## src/rtl/lzbd_pkg.sv

```systemverilog
// shared constants, types and command/status bundles for the backward lz decompressor
package lzbd_pkg;

   localparam int WINDOW_DEPTH = 4096;
   localparam int WP_W         = $clog2(WINDOW_DEPTH);
   localparam int OUT_LANES    = 8;
   localparam int LANE_CNT_W   = 4;

   localparam logic [3:0] FIRST_BITS_MAX = 4'd8;
   localparam logic [3:0] BYTE_BITS      = 4'd8;

   typedef enum logic [1:0] {
      CSR_FIRST_BYTE_BITS = 2'd0,
      CSR_CHECKSUM_SEED   = 2'd1,
      CSR_OUTPUT_LENGTH   = 2'd2
   } csr_index_type;

   typedef enum logic {
      CMD_START    = 1'b0,
      CMD_CONTINUE = 1'b1
   } command_type;

   typedef enum logic [1:0] {
      STATUS_OK       = 2'd0,
      STATUS_ERROR    = 2'd1,
      STATUS_CHECKSUM = 2'd2
   } status_code_type;

   typedef enum logic [2:0] {
      RUN_TWO,
      RUN_THREE,
      RUN_FOUR,
      RUN_LEN8,
      RUN_RAW3,
      RUN_RAW8
   } run_sel_type;

   typedef enum logic {
      PUT_LITERAL = 1'b0,
      PUT_HISTORY = 1'b1
   } put_sel_type;

   typedef struct packed {
      logic            load_start;
      logic            load_cont;
      logic            take_bit;
      logic            enter;
      logic [3:0]      enter_bits;
      logic            set_run;
      run_sel_type     run_sel;
      logic            load_offset;
      logic            mem_read;
      logic            put;
      put_sel_type     put_sel;
      logic            emit;
      logic            emit_done;
      status_code_type emit_status;
   } cmd_type;

   typedef struct packed {
      logic       bits_empty;
      logic       last;
      logic       field_last;
      logic [1:0] v_low;
      logic       raw3_bad;
      logic       raw8_bad;
      logic       copy_bad;
      logic       run_last;
      logic       lane_fill;
      logic       lanes_empty;
      logic       bytes_zero;
      logic       xor_nonzero;
      logic       ol_zero;
      logic       slot_free;
   } status_type;

endpackage

```

## src/rtl/lzbd_controller.sv

```systemverilog
// token parser and sequencer driving the datapath
module lzbd_controller (
   input  logic                 clock,
   input  logic                 reset,
   input  logic                 req_valid,
   input  logic                 req_command,
   output logic                 req_ready,
   input  lzbd_pkg::status_type st,
   output lzbd_pkg::cmd_type    cmd
);

   typedef enum logic [2:0] {
      S_IDLE,
      S_BIT,
      S_CPRD,
      S_CPWR,
      S_TEND,
      S_EMIT,
      S_FLUSH
   } state_type;

   typedef enum logic [3:0] {
      P_IDLE,
      P_HEAD1,
      P_HEAD2S,
      P_HEAD2L,
      P_RAW3,
      P_RAW8,
      P_LEN8,
      P_OFFSET,
      P_LITERAL
   } phase_type;

   state_type                 state_ff, state_in;
   state_type                 ret_ff, ret_in;
   phase_type                 phase_ff, phase_in;
   logic                      done_ff, done_in;
   lzbd_pkg::status_code_type code_ff, code_in;
   state_type                 after_put;

   always_comb begin
      cmd             = '0;
      cmd.run_sel     = lzbd_pkg::RUN_TWO;
      cmd.put_sel     = lzbd_pkg::PUT_LITERAL;
      cmd.emit_done   = done_ff;
      cmd.emit_status = code_ff;
      state_in        = state_ff;
      ret_in          = ret_ff;
      phase_in        = phase_ff;
      done_in         = done_ff;
      code_in         = code_ff;
      after_put       = S_BIT;
      req_ready       = (state_ff == S_IDLE);

      unique case (state_ff)
         S_IDLE: begin
            if (req_valid) begin
               if (req_command == lzbd_pkg::CMD_START) begin
                  if (st.ol_zero) begin
                     // empty section ends at once
                     phase_in = P_IDLE;
                     done_in  = 1'b1;
                     code_in  = lzbd_pkg::STATUS_OK;
                     ret_in   = S_IDLE;
                     state_in = S_EMIT;
                  end else begin
                     cmd.load_start = 1'b1;
                     cmd.enter      = 1'b1;
                     cmd.enter_bits = 4'd1;
                     phase_in       = P_HEAD1;
                     state_in       = S_BIT;
                  end
               end else if (phase_ff != P_IDLE) begin
                  cmd.load_cont = 1'b1;
                  state_in      = S_BIT;
               end
            end
         end
         S_BIT: begin
            if (phase_ff == P_IDLE) begin
               state_in = S_FLUSH;
            end else if (st.bits_empty) begin
               if (st.last) begin
                  phase_in = P_IDLE;
                  done_in  = 1'b1;
                  code_in  = lzbd_pkg::STATUS_ERROR;
                  ret_in   = S_FLUSH;
                  state_in = S_EMIT;
               end else begin
                  state_in = S_FLUSH;
               end
            end else begin
               cmd.take_bit = 1'b1;
               if (st.field_last) begin
                  case (phase_ff) inside
                     P_HEAD1: begin
                        cmd.enter = 1'b1;
                        if (st.v_low[0]) begin
                           cmd.enter_bits = 4'd2;
                           phase_in       = P_HEAD2L;
                        end else begin
                           cmd.enter_bits = 4'd1;
                           phase_in       = P_HEAD2S;
                        end
                     end
                     P_HEAD2S: begin
                        cmd.enter = 1'b1;
                        if (st.v_low[0]) begin
                           cmd.set_run    = 1'b1;
                           cmd.run_sel    = lzbd_pkg::RUN_TWO;
                           cmd.enter_bits = 4'd8;
                           phase_in       = P_OFFSET;
                        end else begin
                           cmd.enter_bits = 4'd3;
                           phase_in       = P_RAW3;
                        end
                     end
                     P_HEAD2L: begin
                        cmd.enter = 1'b1;
                        case (st.v_low)
                           2'd0: begin
                              cmd.set_run    = 1'b1;
                              cmd.run_sel    = lzbd_pkg::RUN_THREE;
                              cmd.enter_bits = 4'd9;
                              phase_in       = P_OFFSET;
                           end
                           2'd1: begin
                              cmd.set_run    = 1'b1;
                              cmd.run_sel    = lzbd_pkg::RUN_FOUR;
                              cmd.enter_bits = 4'd10;
                              phase_in       = P_OFFSET;
                           end
                           2'd2: begin
                              cmd.enter_bits = 4'd8;
                              phase_in       = P_LEN8;
                           end
                           default: begin
                              cmd.enter_bits = 4'd8;
                              phase_in       = P_RAW8;
                           end
                        endcase
                     end
                     P_LEN8: begin
                        cmd.set_run    = 1'b1;
                        cmd.run_sel    = lzbd_pkg::RUN_LEN8;
                        cmd.enter      = 1'b1;
                        cmd.enter_bits = 4'd12;
                        phase_in       = P_OFFSET;
                     end
                     P_RAW3, P_RAW8: begin
                        if ((phase_ff == P_RAW3) ? st.raw3_bad : st.raw8_bad) begin
                           phase_in = P_IDLE;
                           done_in  = 1'b1;
                           code_in  = lzbd_pkg::STATUS_ERROR;
                           ret_in   = S_FLUSH;
                           state_in = S_EMIT;
                        end else begin
                           cmd.set_run    = 1'b1;
                           cmd.run_sel    = (phase_ff == P_RAW3) ? lzbd_pkg::RUN_RAW3
                                                                 : lzbd_pkg::RUN_RAW8;
                           cmd.enter      = 1'b1;
                           cmd.enter_bits = 4'd8;
                           phase_in       = P_LITERAL;
                        end
                     end
                     P_OFFSET: begin
                        if (st.copy_bad) begin
                           phase_in = P_IDLE;
                           done_in  = 1'b1;
                           code_in  = lzbd_pkg::STATUS_ERROR;
                           ret_in   = S_FLUSH;
                           state_in = S_EMIT;
                        end else begin
                           cmd.load_offset = 1'b1;
                           state_in        = S_CPRD;
                        end
                     end
                     P_LITERAL: begin
                        cmd.put     = 1'b1;
                        cmd.put_sel = lzbd_pkg::PUT_LITERAL;
                        if (st.run_last) begin
                           after_put = S_TEND;
                        end else begin
                           cmd.enter      = 1'b1;
                           cmd.enter_bits = 4'd8;
                           after_put      = S_BIT;
                        end
                        if (st.lane_fill) begin
                           done_in  = 1'b0;
                           code_in  = lzbd_pkg::STATUS_OK;
                           ret_in   = after_put;
                           state_in = S_EMIT;
                        end else begin
                           state_in = after_put;
                        end
                     end
                     default: phase_in = P_IDLE;
                  endcase
               end
            end
         end
         S_CPRD: begin
            cmd.mem_read = 1'b1;
            state_in     = S_CPWR;
         end
         S_CPWR: begin
            cmd.put     = 1'b1;
            cmd.put_sel = lzbd_pkg::PUT_HISTORY;
            after_put   = st.run_last ? S_TEND : S_CPRD;
            if (st.lane_fill) begin
               done_in  = 1'b0;
               code_in  = lzbd_pkg::STATUS_OK;
               ret_in   = after_put;
               state_in = S_EMIT;
            end else begin
               state_in = after_put;
            end
         end
         S_TEND: begin
            if (st.bytes_zero) begin
               phase_in = P_IDLE;
               done_in  = 1'b1;
               code_in  = st.xor_nonzero ? lzbd_pkg::STATUS_CHECKSUM : lzbd_pkg::STATUS_OK;
               ret_in   = S_FLUSH;
               state_in = S_EMIT;
            end else begin
               cmd.enter      = 1'b1;
               cmd.enter_bits = 4'd1;
               phase_in       = P_HEAD1;
               state_in       = S_BIT;
            end
         end
         S_EMIT: begin
            if (st.slot_free) begin
               cmd.emit = 1'b1;
               state_in = ret_ff;
            end
         end
         S_FLUSH: begin
            if (st.lanes_empty) begin
               state_in = S_IDLE;
            end else begin
               done_in  = 1'b0;
               code_in  = lzbd_pkg::STATUS_OK;
               ret_in   = S_IDLE;
               state_in = S_EMIT;
            end
         end
         default: state_in = S_IDLE;
      endcase
   end

   always_ff @(posedge clock) begin
      if (reset) begin
         state_ff <= S_IDLE;
         ret_ff   <= S_IDLE;
         phase_ff <= P_IDLE;
         done_ff  <= 1'b0;
         code_ff  <= lzbd_pkg::STATUS_OK;
      end else begin
         state_ff <= state_in;
         ret_ff   <= ret_in;
         phase_ff <= phase_in;
         done_ff  <= done_in;
         code_ff  <= code_in;
      end
   end

   a_status_only_done: assert property (@(posedge clock) disable iff (reset)
      (cmd.emit && !cmd.emit_done) |-> (cmd.emit_status == lzbd_pkg::STATUS_OK))
      else $error("error status on a result that does not end the section");
   a_done_idles: assert property (@(posedge clock) disable iff (reset)
      (cmd.emit && cmd.emit_done) |-> (phase_ff == P_IDLE))
      else $error("section end emitted while a token is still open");
   a_read_then_write: assert property (@(posedge clock) disable iff (reset)
      (state_ff == S_CPRD) |=> (state_ff == S_CPWR))
      else $error("history read not followed by its write");

endmodule

```

## config.mk

```make
export PLATFORM = sky130hd
export DESIGN_NAME = lzbd_controller
export DESIGN_NICKNAME = d
export VERILOG_FILES = /design/src/rtl/lzbd_pkg.sv /design/src/rtl/lzbd_controller.sv
export SDC_FILE = /design/constraint.sdc
export NUM_CORES = 1
export LEC_CHECK = 0
export ABC_CLOCK_PERIOD_IN_PS = 1970
export BUFFER_PORTS_ARGS = -buffer_cell sky130_fd_sc_hd__buf_2
export CORE_UTILIZATION = 53
export DETAILED_ROUTE_END_ITERATION = 7
export PLACE_DENSITY = 0.8
export REMOVE_ABC_BUFFERS = 1
export SYNTH_ARGS = -nofsm -noshare
export SYNTH_HDL_FRONTEND = slang
export SYNTH_SLANG_ARGS = --single-unit
```

## constraint.sdc

```tcl
create_clock -name clock -period 1.97 [get_ports clock]
set_input_delay 0.197 -clock clock [delete_from_list [all_inputs] [get_ports clock]]
set_output_delay 0.197 -clock clock [all_outputs]
set_load 0.005 [all_outputs]
```

=== Yosys cells after proc, flatten, opt, wreduce, memory -nomap -nowiden ===
Cells that the tools add are included.
Widths: inputs -> output; s select.

* Bits in registers: 13
* Latch bits: 0
* Bits in writable memories: 0
* Memory bits (read-only): 0
* Input port bits: 19
* Output and inout bits: 21
* Logic and storage cells: 227
* Memories kept: 0

* Add/sub/neg operators: 0
* Multipliers: 0
* Div/mod/pow operators: 0
* Order comparisons: 0
* Equality and inequality tests: 44
* Shift operators: 0
* Multiplexer cells: 166
* Bitwise operators: 0
* Reductions and logical operators: 12

{| class="wikitable"
|+ Operators by type and width
! kind !! number
|-
| $mux 3 || 43
|-
| $mux 4 || 22
|-
| $mux 2 || 35
|-
| $mux 5 || 13
|-
| $mux 1 || 39
|-
| $ne 4x4->1 const B || 6
|-
| $mux 11 || 2
|-
| $pmux 3 s7 || 1
|-
| $ne 3x3->1 const B || 6
|-
| $ne 9x8->1 const B || 2
|-
| $reduce_and 18->1 || 1
|-
| $eq 4x3->1 const B || 4
|-
| $reduce_and 16->1 || 1
|-
| $ne 5x4->1 const B || 3
|-
| $pmux 3 s5 || 1
|-
| $pmux 5 s3 || 1
|-
| $ne 2x2->1 const B || 7
|-
| $pmux 2 s2 || 3
|-
| $pmux 4 s3 || 1
|-
| $mux 10 || 1
|-
| $pmux 2 s5 || 1
|-
| $reduce_and 10->1 || 1
|-
| $eq 3x3->1 const B || 3
|-
| $mux 9 || 1
|-
| other kinds (21) || 24
|}

=== Longest topological paths before layout ===
* Depth in word-level cells: 13
* Depth in mapped cells: 8
* Gate-level depth less buffers: 6

=== Worst setup path after synthesis ===
OpenSTA, ideal clock, no wires.

* Kind: register to register
* Start point: register state_ff[0]
* End point: register ret_ff[0]
* Setup time: 0.121 ns
* Arrival time: 1.680 ns
* Slack: 0.169 ns
* Stages on the path, launching flop included: 7
* Buffers on the path: 1
* Period minus slack after synthesis: 1.801 ns
* Path through: dfxtp_1 > clkbuf_2 > or3b_4 > nor3_1 > a22oi_4 > o311ai_4 > mux2_4

* Word-level cells in the longest chain between the ends: 3

{| class="wikitable"
|+ RTL lines
! item !! line !! source
|-
| start, declared || lzbd_controller.sv:34 || <nowiki>state_type state_ff, state_in;</nowiki>
|-
| start signal, assigned || lzbd_controller.sv:261 || <nowiki>state_ff <= state_in;</nowiki>
|-
| $eq 3x1->1, or another cell as far along || lzbd_controller.sv:55 || <nowiki>unique case (state_ff)</nowiki>
|-
| $ne 5x4->1 (no line), or another cell as far along || n/a ||
|-
| $reduce_and 18->1 (no line) || n/a ||
|-
| end signal, assigned || lzbd_controller.sv:262 || <nowiki>ret_ff <= ret_in;</nowiki>
|-
| end, declared || lzbd_controller.sv:35 || <nowiki>state_type ret_ff, ret_in;</nowiki>
|}

Several ways; a longest one is shown, not always the timed one.
A chain may end at the register's enable or synchronous reset.

==> metrics.csv <==
stage,metric,value,unit
clock_tree,cts_tree,built,
floorplan,die_h,55.4,um
placed_design,dpl.hpwl,3580,um
drt,drtIter0Drc,115,
clock_tree,insertion_delay,0.28,ns
worst_setup_path,crit_path_end_kind,output port,
final_layout,final_net_count,286,
drt,post_drt_via_cell_ratio,6.43,
status,violations,setup timing,
floorplan,initial_utilization,0.554,
worst_setup_path,cp.arrival,1.78,ns
clock_tree,cts_num_sinks,13,
synthesis,synth_async_sr_flop_share,0,
clock_tree,cts_made_buffers,3,
floorplan,die_w,55.4,um
placed_design,dp_cells,290,
hold_path,holdCritPathClass,input pin to flop,
global_route,track_usage,0.318,
sta,whs,0.227,ns
worst_setup_path,critPathKind,flop to output port,
placed_design,place_area,1830,um^2
drt,drt-wirelength-per-cell,16.4,um
synthesis,synth_largest_area_cell,dfxtp_1,
floorplan,core,2730,um^2
global_route,grt_pass1_wl,7950,um
clock_tree,cts.clk_slew.worst_paths,0.08,ns
final_layout,final_area,2000,um^2
synthesis,synth_area,1510,um^2
final_layout,antenna_cells,0,
floorplan,num_io_pins,40,
clock_tree,clockRootBuffer,clkbuf_4,
pwr,seq_power_share,0.205,
global_route,overflow,0,
synthesis,synth.top_cell.area_share,0.172,
sta,rsz0062_at_grt,true,
placed_design,place_congestion,0.903,
final_layout,drive_above_1_share,0.368,
global_route,first_global_vias,1716,
synthesis,synth_seq_cells,13,
worst_setup_path,crit_slowest_cell,dfxtp_4,
pwr,p_leak,0.850,nW
placed_design,portBuffers,39,
pwr,p_comb_frac,0.714,
worst_setup_path,critPathMaxStageDelay,0.40,ns
sta,period_share,1.00,
synthesis,seq_area_frac_synth,0.172,
sta,skew,0.000953,ns
synthesis,synthCells,215,
synthesis,synth.area.top_cells,"dfxtp_1 17%, nor3_1 6.0%, nor2_1 5.5%",
sta,post-route-min-period,1.98,ns
floorplan,rows,19,
worst_setup_path,cp-start-kind,flop,
sta,timing.final.ws_setup,-0.00900,ns
sta,setup_violations,1,
drt,vias,1910,
sta,max_clock_freq,505,MHz
synthesis,synth_cell_types,62,
pwr,vdd_drop_max,0.805,mV
placed_design,post-place-ws,0.0261,ns
drt,finalWirelength,4870,um
final_layout,fin_cells,297,
worst_setup_path,crit_path_cell_trace,"nor3b_4, nand3_4, nor2_4, nand2_1, o41ai_2, buf_2",
synthesis,synth-edff-count,0,
worst_setup_path,critPathRequiredTime,1.77,ns
drt,dr.pass1.iters,5,
sta,hold_viol_final,0,
worst_setup_path,crit_path_max_fanout,11,
drt,drc,0,
global_route,antenna_found_initial,0,
synthesis,postSynthAreaPerCell,7.04,um^2
flow_run,drv_cap,0,
global_route,grt_max_degree,17,
final_layout,layout_common_cells,"39 x buf_2, 24 x buf_4, 21 x nor2_1, 20 x nand2_1, 18 x nor3_1",
clock_tree,clockBufferDepth,2,
clock_tree,h-tree-depth,1,
final_layout,final_common_cell,buf_2,
sta,worstMarginPinSlew,0.520,ns
pwr,power.density,1060,nW/um^2
sta,slew_headroom,0.650,
synthesis,synth_warnings,0,
pwr,p_clk_frac,0.082,
pwr,p_int,1.12,mW
drt,drtAntennaViolNets,0,
final_layout,area_delta_synth_final,32.4,%
pwr,p_sw_frac,0.473,
status,outcome,finished with violations,
pwr,power.switching,1.00,mW
sta,drv_slew,0,
synthesis,ys.flop_type,dfxtp_1,
floorplan,die_area,3070,um^2
==> worst max-delay path, delay by kind of cell, from the launching register on <==
family | cells | cell delay (ns)
simple gates | 4 | 0.65
flops | 1 | 0.40
compound gates | 1 | 0.28
buf+inv | 1 | 0.16
==> repair_timing <==
| item | CTS | global route |
|---|---|---|
| setup buffers | 0 | 3 |
| pin swaps | 2 | 6 |
| resized for setup | 14 | 18 |
| hold buffers | 0 | 0 |
| setup endpoints to repair | 7 | 9 |
==> per-stage QoR <==
stage | power [mW] | utilization | TNS [ns]
6_report | 2.12 | 0.733 | -0.00900
5_1_grt | 2.28 | 0.733 | -0.265
4_1_cts | 2.01 | 0.697 | -0.00389
3_5_place_dp | 1.80 | 0.670 | 0
3_3_place_gp | 1.79 | 0.670 | 0
2_1_floorplan | 1.29 | - | -0.0695
==> sequential cells by signal (all words and copies together) (netlist names) <==
| register | flops |
|---|---|
| phase_ff | 4 |
| ret_ff | 3 |
| state_ff | 3 |
| done_ff | 1 |
| code_ff | 2 |
==> cell usage after synthesis, types with 5 or more instances <==
master     n
nand2_1   21
a21oi_1   13
nor2_1    22
nor2b_1    7
and3_1     5
clkbuf_1   9
inv_1     12
dfxtp_1   13
o21ai_0   15
a211oi_1   6
nor3_1    18
==> metal layers <==
metal	vias up	wire length, um	track usage
li1	906	-	-
met1	877	2020	0.414
met2	113	2370	0.549
met3	14	380	0.0445
met4	0	99	0.0821
met5	-	0	0
==> power by group through the flow <==
stage,Combinational (mW),Sequential (mW),Clock [mW]
after CTS,1.41,0.427,0.173
after global placement,1.37,0.420,0
after floorplan,0.815,0.476,0
after detailed placement,1.38,0.422,0
after global routing,1.65,0.441,0.187
final,1.51,0.434,0.173
==> path summary, 6_finish.rpt <==
kind | cells past startpoint | to | startpoint | slack [ns]
setup / recovery | 6 | cmd[12] | state_ff[1] | -0.009
hold / removal | 2 | phase_ff[2] | reset | 0.23
setup reg to reg | 6 | ret_ff[0] | state_ff[1] | 0.05
hold reg to reg | 2 | code_ff[0] | code_ff[0] | 0.46
==> cell type report <==
cell class,count,area [um^2]
inverters,12,45.0
well taps,31,38.8
flip-flops and latches,13,275
multi-input cells,173,1230
fillers,230,729
clock buffers,4,26.3
repair buffers,64,387
==> kinds of logic after synthesis <==
family,Yosys count,share of synthesized area
AND/OR/NAND/NOR,94,0.336
AO/OA/AOI/OAI,74,0.372
buffers and inverters,29,0.0835
flip-flops,13,0.172
multiplexers,5,0.0364
Power figures use the tool's default switching activity.
